**src/rtl/lcc_pkg.sv**
```systemverilog
// Package for the Luhn card classifier: sizes, brand codes, states and control types.
`default_nettype none
package lcc_pkg;

    // Binary input width and the decimal digits it can produce
    localparam int BIN_W   = 63;
    localparam int DIGITS  = 19;
    localparam int BCD_W   = DIGITS * 4;
    localparam int STEP_W  = $clog2(BIN_W);
    localparam int IDX_W   = $clog2(DIGITS);
    localparam int COUNT_W = 5;

    // Brand codes
    typedef enum logic [1:0] {
        BRAND_INVALID    = 2'd0,
        BRAND_VISA       = 2'd1,
        BRAND_AMEX       = 2'd2,
        BRAND_MASTERCARD = 2'd3
    } t_brand;

    // Controller states
    typedef enum logic [1:0] {
        ST_IDLE,
        ST_CONV,
        ST_SCAN,
        ST_DONE
    } t_state;

    // Commands from controller to datapath
    typedef struct packed {
        logic             load;
        logic             conv;
        logic             scan;
        logic             finish;
        logic [IDX_W-1:0] idx;
    } t_cmd;

endpackage
`default_nettype wire

```
**src/rtl/card_number_luhn_classifier.sv**
```systemverilog
// Top level of the Luhn card classifier: controller, datapath and checks.
`default_nettype none
// Each beat carries a 63-bit binary card number and yields one result beat with
// the decimal digit count, the Luhn check flag and the brand (0 invalid, 1 VISA,
// 2 AMEX, 3 MASTERCARD). One item is in work at a time: a load step, shift-add-3
// binary to decimal conversion (one input bit per cycle), a scan of the digits
// one per cycle for count, prefix and Luhn sum, and a write of the output register,
// which waits while a held result is stalled; a new beat is taken only after the
// last one has been handed off to the output register. A finished result waits in
// the output register while the next beat is accepted and converted.
module card_number_luhn_classifier
    import lcc_pkg::*;
(
    input  wire logic               i_clk,
    input  wire logic               i_rst_n,
    input  wire logic               i_valid,
    output logic                    o_stall,
    input  wire logic [BIN_W-1:0]   i_card_number,
    output logic                    o_valid,
    input  wire logic               i_stall,
    output logic      [1:0]         o_brand,
    output logic                    o_checksum_ok,
    output logic      [COUNT_W-1:0] o_digit_count
);

    t_cmd cmd;

    lcc_ctrl u_ctrl (
        .i_clk   (i_clk),
        .i_rst_n (i_rst_n),
        .i_valid (i_valid),
        .o_stall (o_stall),
        .o_valid (o_valid),
        .i_stall (i_stall),
        .o_cmd   (cmd)
    );

    lcc_dp u_dp (
        .i_clk         (i_clk),
        .i_cmd         (cmd),
        .i_card_number (i_card_number),
        .o_brand       (o_brand),
        .o_checksum_ok (o_checksum_ok),
        .o_digit_count (o_digit_count)
    );

    // An accepted beat blocks further input while it is in work
    a_busy_after_accept: assert property (@(posedge i_clk) disable iff (!i_rst_n)
        (i_valid && !o_stall) |=> o_stall)
        else $error("input taken while an item is in work");

    // A brand is only reported with a passing checksum
    a_brand_needs_ok: assert property (@(posedge i_clk) disable iff (!i_rst_n)
        (o_valid && o_brand != BRAND_INVALID) |-> o_checksum_ok)
        else $error("brand without checksum");

    // A passing checksum only for accepted lengths
    a_ok_length: assert property (@(posedge i_clk) disable iff (!i_rst_n)
        (o_valid && o_checksum_ok) |->
        (o_digit_count == COUNT_W'(13) || o_digit_count == COUNT_W'(15)
         || o_digit_count == COUNT_W'(16)))
        else $error("checksum flag with rejected length");

    // Digit count never exceeds the decimal width of the input
    a_count_range: assert property (@(posedge i_clk) disable iff (!i_rst_n)
        o_valid |-> (o_digit_count <= COUNT_W'(DIGITS)))
        else $error("digit count out of range");

endmodule
`default_nettype wire

```
**src/rtl/lcc_dp.sv**
```systemverilog
// Datapath: shift-add-3 binary to BCD, serial digit scan with Luhn sum, result registers.
`default_nettype none
module lcc_dp
    import lcc_pkg::*;
(
    input  wire logic               i_clk,
    input  wire t_cmd               i_cmd,
    input  wire logic [BIN_W-1:0]   i_card_number,
    output logic      [1:0]         o_brand,
    output logic                    o_checksum_ok,
    output logic      [COUNT_W-1:0] o_digit_count
);

    logic [BIN_W-1:0]   r_bin, n_bin;
    logic [BCD_W-1:0]   r_bcd, n_bcd;
    logic [BCD_W-1:0]   adj;
    logic [3:0]         r_sum, n_sum;
    logic [COUNT_W-1:0] r_cnt, n_cnt;
    logic [3:0]         r_lead, n_lead;
    logic [3:0]         r_next, n_next;
    logic [3:0]         r_prev, n_prev;
    logic [1:0]         r_brand, n_brand;
    logic               r_ok, n_ok;
    logic [COUNT_W-1:0] r_count_out, n_count_out;

    logic [3:0] dig;
    logic [4:0] dbl;
    logic [4:0] contrib;
    logic [4:0] acc;
    logic       len_ok;

    // Add 3 to every BCD nibble of 5 or more before the shift
    always_comb begin
        for (int k = 0; k < DIGITS; k++) begin
            if (r_bcd[k*4 +: 4] >= 4'd5) begin
                adj[k*4 +: 4] = r_bcd[k*4 +: 4] + 4'd3;
            end else begin
                adj[k*4 +: 4] = r_bcd[k*4 +: 4];
            end
        end
    end

    // Luhn contribution of the digit at the bottom of the BCD word
    assign dig     = r_bcd[3:0];
    assign dbl     = {dig, 1'b0};
    assign contrib = i_cmd.idx[0] ? ((dbl >= 5'd10) ? dbl - 5'd9 : dbl) : {1'b0, dig};
    assign acc     = {1'b0, r_sum} + contrib;

    assign len_ok = (r_cnt == COUNT_W'(13)) || (r_cnt == COUNT_W'(15))
                 || (r_cnt == COUNT_W'(16));

    // Next-state logic for the datapath registers
    always_comb begin
        n_bin       = r_bin;
        n_bcd       = r_bcd;
        n_sum       = r_sum;
        n_cnt       = r_cnt;
        n_lead      = r_lead;
        n_next      = r_next;
        n_prev      = r_prev;
        n_brand     = r_brand;
        n_ok        = r_ok;
        n_count_out = r_count_out;
        if (i_cmd.load) begin
            n_bin  = i_card_number;
            n_bcd  = '0;
            n_sum  = '0;
            n_cnt  = '0;
            n_lead = '0;
            n_next = '0;
            n_prev = '0;
        end
        if (i_cmd.conv) begin
            n_bcd = {adj[BCD_W-2:0], r_bin[BIN_W-1]};
            n_bin = {r_bin[BIN_W-2:0], 1'b0};
        end
        if (i_cmd.scan) begin
            n_bcd  = {4'd0, r_bcd[BCD_W-1:4]};
            n_sum  = (acc >= 5'd10) ? 4'(acc - 5'd10) : acc[3:0];
            n_prev = dig;
            // Most significant nonzero digit so far sets the count and prefix
            if (dig != 4'd0) begin
                n_cnt  = COUNT_W'(i_cmd.idx) + COUNT_W'(1);
                n_lead = dig;
                n_next = r_prev;
            end
        end
        if (i_cmd.finish) begin
            n_count_out = r_cnt;
            n_ok        = len_ok && (r_sum == 4'd0);
            n_brand     = BRAND_INVALID;
            if (len_ok && (r_sum == 4'd0)) begin
                priority if (r_cnt == COUNT_W'(13)) begin
                    if (r_lead == 4'd4) n_brand = BRAND_VISA;
                end else if (r_cnt == COUNT_W'(15)) begin
                    if (r_lead == 4'd3 && (r_next == 4'd4 || r_next == 4'd7)) begin
                        n_brand = BRAND_AMEX;
                    end
                end else begin
                    if (r_lead == 4'd4) begin
                        n_brand = BRAND_VISA;
                    end else if (r_lead == 4'd5 && r_next >= 4'd1 && r_next <= 4'd5) begin
                        n_brand = BRAND_MASTERCARD;
                    end
                end
            end
        end
    end

    always_ff @(posedge i_clk) begin
        r_bin       <= n_bin;
        r_bcd       <= n_bcd;
        r_sum       <= n_sum;
        r_cnt       <= n_cnt;
        r_lead      <= n_lead;
        r_next      <= n_next;
        r_prev      <= n_prev;
        r_brand     <= n_brand;
        r_ok        <= n_ok;
        r_count_out <= n_count_out;
    end

    assign o_brand       = r_brand;
    assign o_checksum_ok = r_ok;
    assign o_digit_count = r_count_out;

endmodule
`default_nettype wire

```
**src/rtl/lcc_ctrl.sv**
```systemverilog
// Controller: sequences load, conversion, digit scan and result handoff.
`default_nettype none
module lcc_ctrl
    import lcc_pkg::*;
(
    input  wire logic i_clk,
    input  wire logic i_rst_n,
    input  wire logic i_valid,
    output logic      o_stall,
    output logic      o_valid,
    input  wire logic i_stall,
    output t_cmd      o_cmd
);

    localparam logic [STEP_W-1:0] CONV_LAST = STEP_W'(BIN_W - 1);
    localparam logic [STEP_W-1:0] SCAN_LAST = STEP_W'(DIGITS - 1);

    t_state            r_state, n_state;
    logic [STEP_W-1:0] r_step, n_step;
    logic              r_out_valid, n_out_valid;

    // State, step counter and output valid registers
    always_ff @(posedge i_clk) begin
        if (!i_rst_n) begin
            r_state     <= ST_IDLE;
            r_step      <= '0;
            r_out_valid <= 1'b0;
        end else begin
            r_state     <= n_state;
            r_step      <= n_step;
            r_out_valid <= n_out_valid;
        end
    end

    // Next state and commands
    always_comb begin
        n_state      = r_state;
        n_step       = r_step;
        o_cmd        = '0;
        o_cmd.idx    = r_step[IDX_W-1:0];
        o_stall      = 1'b1;
        unique case (r_state)
            ST_IDLE: begin
                o_stall = 1'b0;
                if (i_valid) begin
                    o_cmd.load = 1'b1;
                    n_step     = '0;
                    n_state    = ST_CONV;
                end
            end
            ST_CONV: begin
                o_cmd.conv = 1'b1;
                if (r_step == CONV_LAST) begin
                    n_step  = '0;
                    n_state = ST_SCAN;
                end else begin
                    n_step = r_step + STEP_W'(1);
                end
            end
            ST_SCAN: begin
                o_cmd.scan = 1'b1;
                if (r_step == SCAN_LAST) begin
                    n_step  = '0;
                    n_state = ST_DONE;
                end else begin
                    n_step = r_step + STEP_W'(1);
                end
            end
            ST_DONE: begin
                // Hand off once the output register is free
                if (!r_out_valid || !i_stall) begin
                    o_cmd.finish = 1'b1;
                    n_state      = ST_IDLE;
                end
            end
            default: n_state = ST_IDLE;
        endcase
        n_out_valid = o_cmd.finish | (r_out_valid & i_stall);
    end

    assign o_valid = r_out_valid;

endmodule
`default_nettype wire
```
**config.mk**
```make
export PLATFORM = sky130hd
export DESIGN_NAME = card_number_luhn_classifier
export DESIGN_NICKNAME = d
export VERILOG_FILES = /design/src/rtl/lcc_pkg.sv /design/src/rtl/card_number_luhn_classifier.sv /design/src/rtl/lcc_dp.sv /design/src/rtl/lcc_ctrl.sv
export SDC_FILE = /design/constraint.sdc
export NUM_CORES = 1
export LEC_CHECK = 0
export BUFFER_PORTS_ARGS = -buffer_cell sky130_fd_sc_hd__clkbuf_2
export CORE_MARGIN = 2
export CORE_UTILIZATION = 40
export CTS_BUF_LIST = sky130_fd_sc_hd__clkbuf_8 sky130_fd_sc_hd__clkbuf_16
export DETAILED_ROUTE_END_ITERATION = 10
export GPL_TIMING_DRIVEN = 0
export PLACE_DENSITY = 0.54
export SLEW_MARGIN = 20
export SYNTH_ARGS = -nofsm -noshare
export SYNTH_HDL_FRONTEND = slang
export SYNTH_SLANG_ARGS = --single-unit
```
**constraint.sdc**
```tcl
create_clock -name i_clk -period 4 [get_ports i_clk]
set_input_delay 0.8 -clock i_clk [delete_from_list [all_inputs] [get_ports i_clk]]
set_output_delay 0.8 -clock i_clk [all_outputs]
set_load 0.1 [all_outputs]
```
---- Word-level counts from Yosys, hierarchy flattened ----
Index checks and enable logic that the tools add are counted.
storage, ports and cells
  register bits after elaboration ......... 177
  bits of input ports ..................... 67
  logic and storage cells ................. 161
operators by class
  $add $sub $neg .......................... 24
  $lt $le $gt $ge ......................... 23
  equality and inequality tests ........... 17
  mux-type cells .......................... 61
  bitwise logic cells ..................... 2
  reductions and logical operators ........ 19
operators with widths
  operator             number
  $mux 76              2
  $mux 63              2
  $mux 4               28
  $ge 4x3->1 const B   19
  $add 4x2->4 const B  18
  $mux 72              1
  $mux 5               5
  $mux 2               9
  $mux 6               3
  $pmux 6 s3           1
  $eq 4x3->1 const B   4
  $eq 5x4->1 const B   2
  $ge 5x4->1 const B   2
  $mux 1               8
  $pmux 2 s4           1
  $add 6x1->6 const B  1
  $eq 6x5->1 const B   1
  $eq 6x6->1 const B   1
  $ne 2x1->1 const B   3
  $reduce_bool 3->1    2
  $add 4x5->5          1
  $add 5x1->5 const B  1
  $eq 5x5->1 const B   1
  $sub 5x4->5 const B  1
  other kinds (20)     29

---- Depth between registers and ports, before layout ----
  depth after elaboration ................. 7
  depth in mapped cells ................... 14
  gate-level depth less buffers ........... 14

---- Modules after synthesis ----
From an unflattened synthesis, not the netlist that was laid out.
second synthesis, totals
  cells, all modules ...................... 842
  area, all modules ....................... 9255.1 sq um
by module, submodules not included
  module    times used  cells each  area each (sq um)  sequential area each (sq um)
  lcc_dp    1           775         8697.1             4864.7
  lcc_ctrl  1           67          558.0              180.2

---- Least setup slack after synthesis ----
Ideal clock, no wire load.
  path kind ............................... in2reg
  start ................................... input i_valid
  end ..................................... register u_dp.r_bcd[0] (enable)
  setup time .............................. 742 ps
  data arrival time ....................... 2526 ps
  required time ........................... 3258 ps
  setup slack ............................. 732 ps
  stages .................................. 3
  buffers on the path ..................... 1
  path through ............................ nand2_1 > clkbuf_1 > nand2_1
on the way
  longest elaborated chain between the ends .. 3
RTL lines
  what                         RTL line                           source
  start, declared              card_number_luhn_classifier.sv:16  input wire logic i_valid,
  $mux 1                       lcc_ctrl.sv:45                     if (i_valid) begin
  $mux 1                       lcc_ctrl.sv:42                     unique case (r_state)
  $reduce_bool 3->1 (no line)  --
  end signal, assigned         lcc_dp.sv:112                      r_bcd <= n_bcd;
  end, declared                lcc_dp.sv:15                       logic [BCD_W-1:0] r_bcd, n_bcd;
Every way passes these cells.
A chain may end at the register's enable or synchronous reset.

---- Final worst setup path ----
  start ................................... register u_dp.r_bcd[0]
  end ..................................... register u_dp.r_sum[3], data pin
on the way
  longest elaborated chain between the ends .. 7
  elaborated cells between the ends (all ways) .. 9
  classes of those cells .................. add/sub (3); order compare (2); mux (4)
RTL lines
  what                                       RTL line       source
  $sub 5x4->5 or $ge 5x4->1 (tied branches)  lcc_dp.sv:46   assign contrib = i_cmd.idx[0] ? ((dbl >= 5'd10) ? dbl - 5'd9 : dbl) : {1'b0, dig};
  $mux 5                                     lcc_dp.sv:46
  $mux 5 *                                   lcc_dp.sv:46
  $add 4x5->5 *                              lcc_dp.sv:47   assign acc = {1'b0, r_sum} + contrib;
  $sub 4x4->4 or $ge 5x4->1 (tied branches)  lcc_dp.sv:79   n_sum = (acc >= 5'd10) ? 4'(acc - 5'd10) : acc[3:0];
  $mux 4 *                                   lcc_dp.sv:79
  $mux 4 *                                   lcc_dp.sv:77   if (i_cmd.scan) begin
  end signal, assigned                       lcc_dp.sv:113  r_sum <= n_sum;
  end, declared                              lcc_dp.sv:17   logic [3:0] r_sum, n_sum;
Mark *: on every way between the ends. The rest lies on a longest branch, timed or not.

==> out/qor.txt <==
Number of synthesized register bits = 177
R2R depth = 13
Fin Clk Skew = 0.0144 ns
Synth Flop Type = edfxtp_1
Initial antenna violation count = 0
Total grt overflow = 0
Crit. path cell count = 13
WL final = 20.0 mm
Diodes inserted = 0
Crit-path max FO = 7
Largest net degree at the start of global routing = 42
Row count = 56
Total GRT Usage = 16.5%
Worst vdd ir = 0.329 mV
Fin crit period = 3.68 ns
Slew @ Worst Pin = 0.827 ns
# setup viols final = 0
Reg2reg start = u_dp.r_bcd[0]
Syn Nets = 1092
Vias per inst = 4.99
Hold Path Class = reg2reg
IO Pins = 77
Most frequent cells after synthesis = nand2_1, edfxtp_1, o21ai_1
Clock latency on the worst-skew pair = 0.43 ns
Compound-Gate Fraction of Synth Area = 15.1%
Core area = 23300 um2
Count leader, synth = nand2_1
Vias after detailed routing = 6990
Yosys warning count = 0
Chip Height = 158 um
Relative slew margins = 44.4%
Synthesized area = 9430 um2
F_max = 0.272 GHz
Distinct cell type count after synthesis = 47
TritonCTS Sinks = 177
Ordered cell list for the critical path = inv_1 > ha_1 > nand2b_1 > a21oi_1 > xnor2_1 > nand2_1 > a21boi_1 > fa_1 > xnor2_1 > inv_1 > ha_1 > or4_1 > a21boi_1
Routability Congestion = 0.747
Crit path required time = 4.29 ns
Hold Fails Final Rpt = 0
Clock buffer count from CTS = 17
Hold Crit Depth = 2
Post-CTS Setup Bufs = 0
Initial Util = 40.4%
Synth area leaders = edfxtp_1, nand2_1, o21ai_1
Setup tns final = 0 ns
R2r endpoint = u_dp.r_sum[3]
EDFF count, synth = 150
Vias in the first global route = 6521
Synth Area in Adders = 6.98%
Worst Setup Start Kind = register
CTS tree = built
Unrepaired setup endpoints after global routing = no
Status = finished clean
Crit path capture type = register
Clk buf depth = 2
Residual DRC count = 0
Power Total = 9.35 mW
# port buffers = 76
Top cell type's share of synthesized area = 47.8%
Initial DRC Count = 458
Post-synthesis sequential area ratio = 53.5%
CTS clock-pin slew for the worst setup and hold paths = 0.08 ns
Largest family of logic cells by synthesized area = simple AND/OR/NAND/NOR gates
Critical path's slowest cell = edfxtp_1
Post-synthesis mux area share = 0.650%
Leading area contributor after synthesis = edfxtp_1
Pleak = 4.07 nW
Max-cap viol count = 0
Worst Setup SP = u_dp.r_bcd[0]
DRT Pass-1 Iters = 5
Syn-to-layout area delta = 15.1%
End point of the critical path = u_dp.r_sum[3]
Crit path largest cell delay = 0.53 ns
Max Slew Vio Count = 0
XOR/XNOR Fraction of Synth Area = 3.72%
CTS Hold Bufs = 0
FFs w/ async S/R, synth = 0%
Die area = 24800 um2
Buffer and inverter count on the worst path = 2
Internal reg-to-reg setup slack = 0.32 ns
Final #Nets = 1189
Post-Syn Area per Cell = 9.69 um2
Average wire per standard cell = 14.2 um
Post-cts repair resize count = 0
Crit-path leading delay family = adder cells
HPWL Detailed = 14.0 mm
Power density over the cells = 862 nW/um2
Final period utilization = 92.1%
CTS H-tree lvls = 4
Clock root buffer = clkbuf_16
Share of cells above drive strength 1 = 11.2%
Die Width = 158 um
First-pass GRT wire length = 32.8 mm
Synthesized instance count = 973
Post-DRT Antenna Nets = 0
Synth Area in Simple Gates = 15.9%
Critical path class = reg2reg
CP Data Arrival Time = 3.97 ns
[worst register-to-register path: cells and delay by family (launching register included)]
family / cells / cell delay (ns)
DFF: 1 / 0.53
adders and majority gates: 3 / 0.97
AOI/OAI and AO/OA: 3 / 0.62
buffers and inverters: 2 / 0.21
xor gates and xnor gates: 2 / 0.46
and+or+nand+nor: 3 / 0.77
[metal layers]
layer  up-vias  global-route usage [%]  wire [um]
li1       3601                       -          -
met1      3297                    23.0       9980
met2        78                    26.9       9310
met3        14                    2.12        467
met4         0                    4.94        208
met5         -                       0          0
[per-stage QoR]
| step | cell area (um2) | setup WS [ns] | util [%] | hold WS (ns) | instances |
|---|---|---|---|---|---|
| 4_1_cts | 10900 | 0.292 | 46.5 | 0.466 | 1402 |
| 3_3_place_gp | 10200 | -0.769 | 43.7 | 0.448 | 1368 |
| 6_report | 10900 | 0.317 | 46.5 | 0.461 | 1402 |
| 2_1_floorplan | 9430 | 0.732 | - | 0.436 | 973 |
| 5_1_grt | 10900 | 0.000277 | 46.5 | 0.493 | 1402 |
| 3_5_place_dp | 10300 | 0.329 | 44.0 | 0.456 | 1370 |
[sequential cells by signal, indices dropped and copies added (netlist names)]
name                count
u_ctrl.r_state          2
u_ctrl.r_step           6
u_dp.r_bcd             76
u_dp.o_brand            2
u_dp.r_cnt              5
u_dp.r_prev             4
u_dp.r_next             4
u_dp.r_sum              4
u_ctrl.o_valid          1
u_dp.r_lead             4
u_dp.o_checksum_ok      1
u_dp.r_bin             63
u_dp.o_digit_count      5
[area by class of cell]
cell class / count / area (um2)
buffer: 45 / 174
clock buffer: 17 / 425
clock inverter: 15 / 164
fill: 2251 / 12500
inverter: 56 / 210
multi-input combinational: 695 / 4010
sequential: 177 / 5040
tap: 319 / 399
timing repair buffer: 78 / 420
[kinds of logic after synthesis]
family                     count (synthesis)
and+or+nand+nor                          337
AOI/OAI and AO/OA                        260
DFF                                      177
buffers and inverters                    101
adders and majority gates                 52
xor gates and xnor gates                  40
muxes                                      6
[cells in the final DEF (no fill, tap or decap), types with 23 or more instances in the layout]
cell type | netlist | routed
xnor2_1 | 23 | 23
clkbuf_2 | 0 | 76
dfxtp_1 | 27 | 27
nor2_1 | 32 | 32
inv_1 | 53 | 53
a21oi_1 | 65 | 65
nand2_1 | 213 | 211
nand2b_1 | 26 | 26
ha_1 | 51 | 51
clkbuf_1 | 28 | 28
o21ai_1 | 131 | 131
edfxtp_1 | 150 | 150
[power breakdown]
part / internal (mW) / total, mW / switching [mW]
Clock: 0.841 / 1.67 / 0.826
Combinational: 1.36 / 3.85 / 2.50
Sequential: 3.26 / 3.83 / 0.570
Total: 5.46 / 9.35 / 3.89
[how the worst min path moves through the flow]
stage,slack (ns),startpoint,to
2_1_floorplan,0.44,u_dp.r_next[3],u_dp.r_next[3]
3_3_place_gp,0.45,u_dp.r_next[3],u_dp.r_next[3]
3_5_place_dp,0.46,u_dp.r_bin[0],u_dp.r_bin[0]
4_1_cts,0.47,u_dp.r_bin[0],u_dp.r_bin[0]
5_1_grt,0.49,u_dp.r_bin[0],u_dp.r_bin[0]
6_report,0.46,u_dp.r_bin[0],u_dp.r_bin[0]
(Power assumes the default switching activity.)
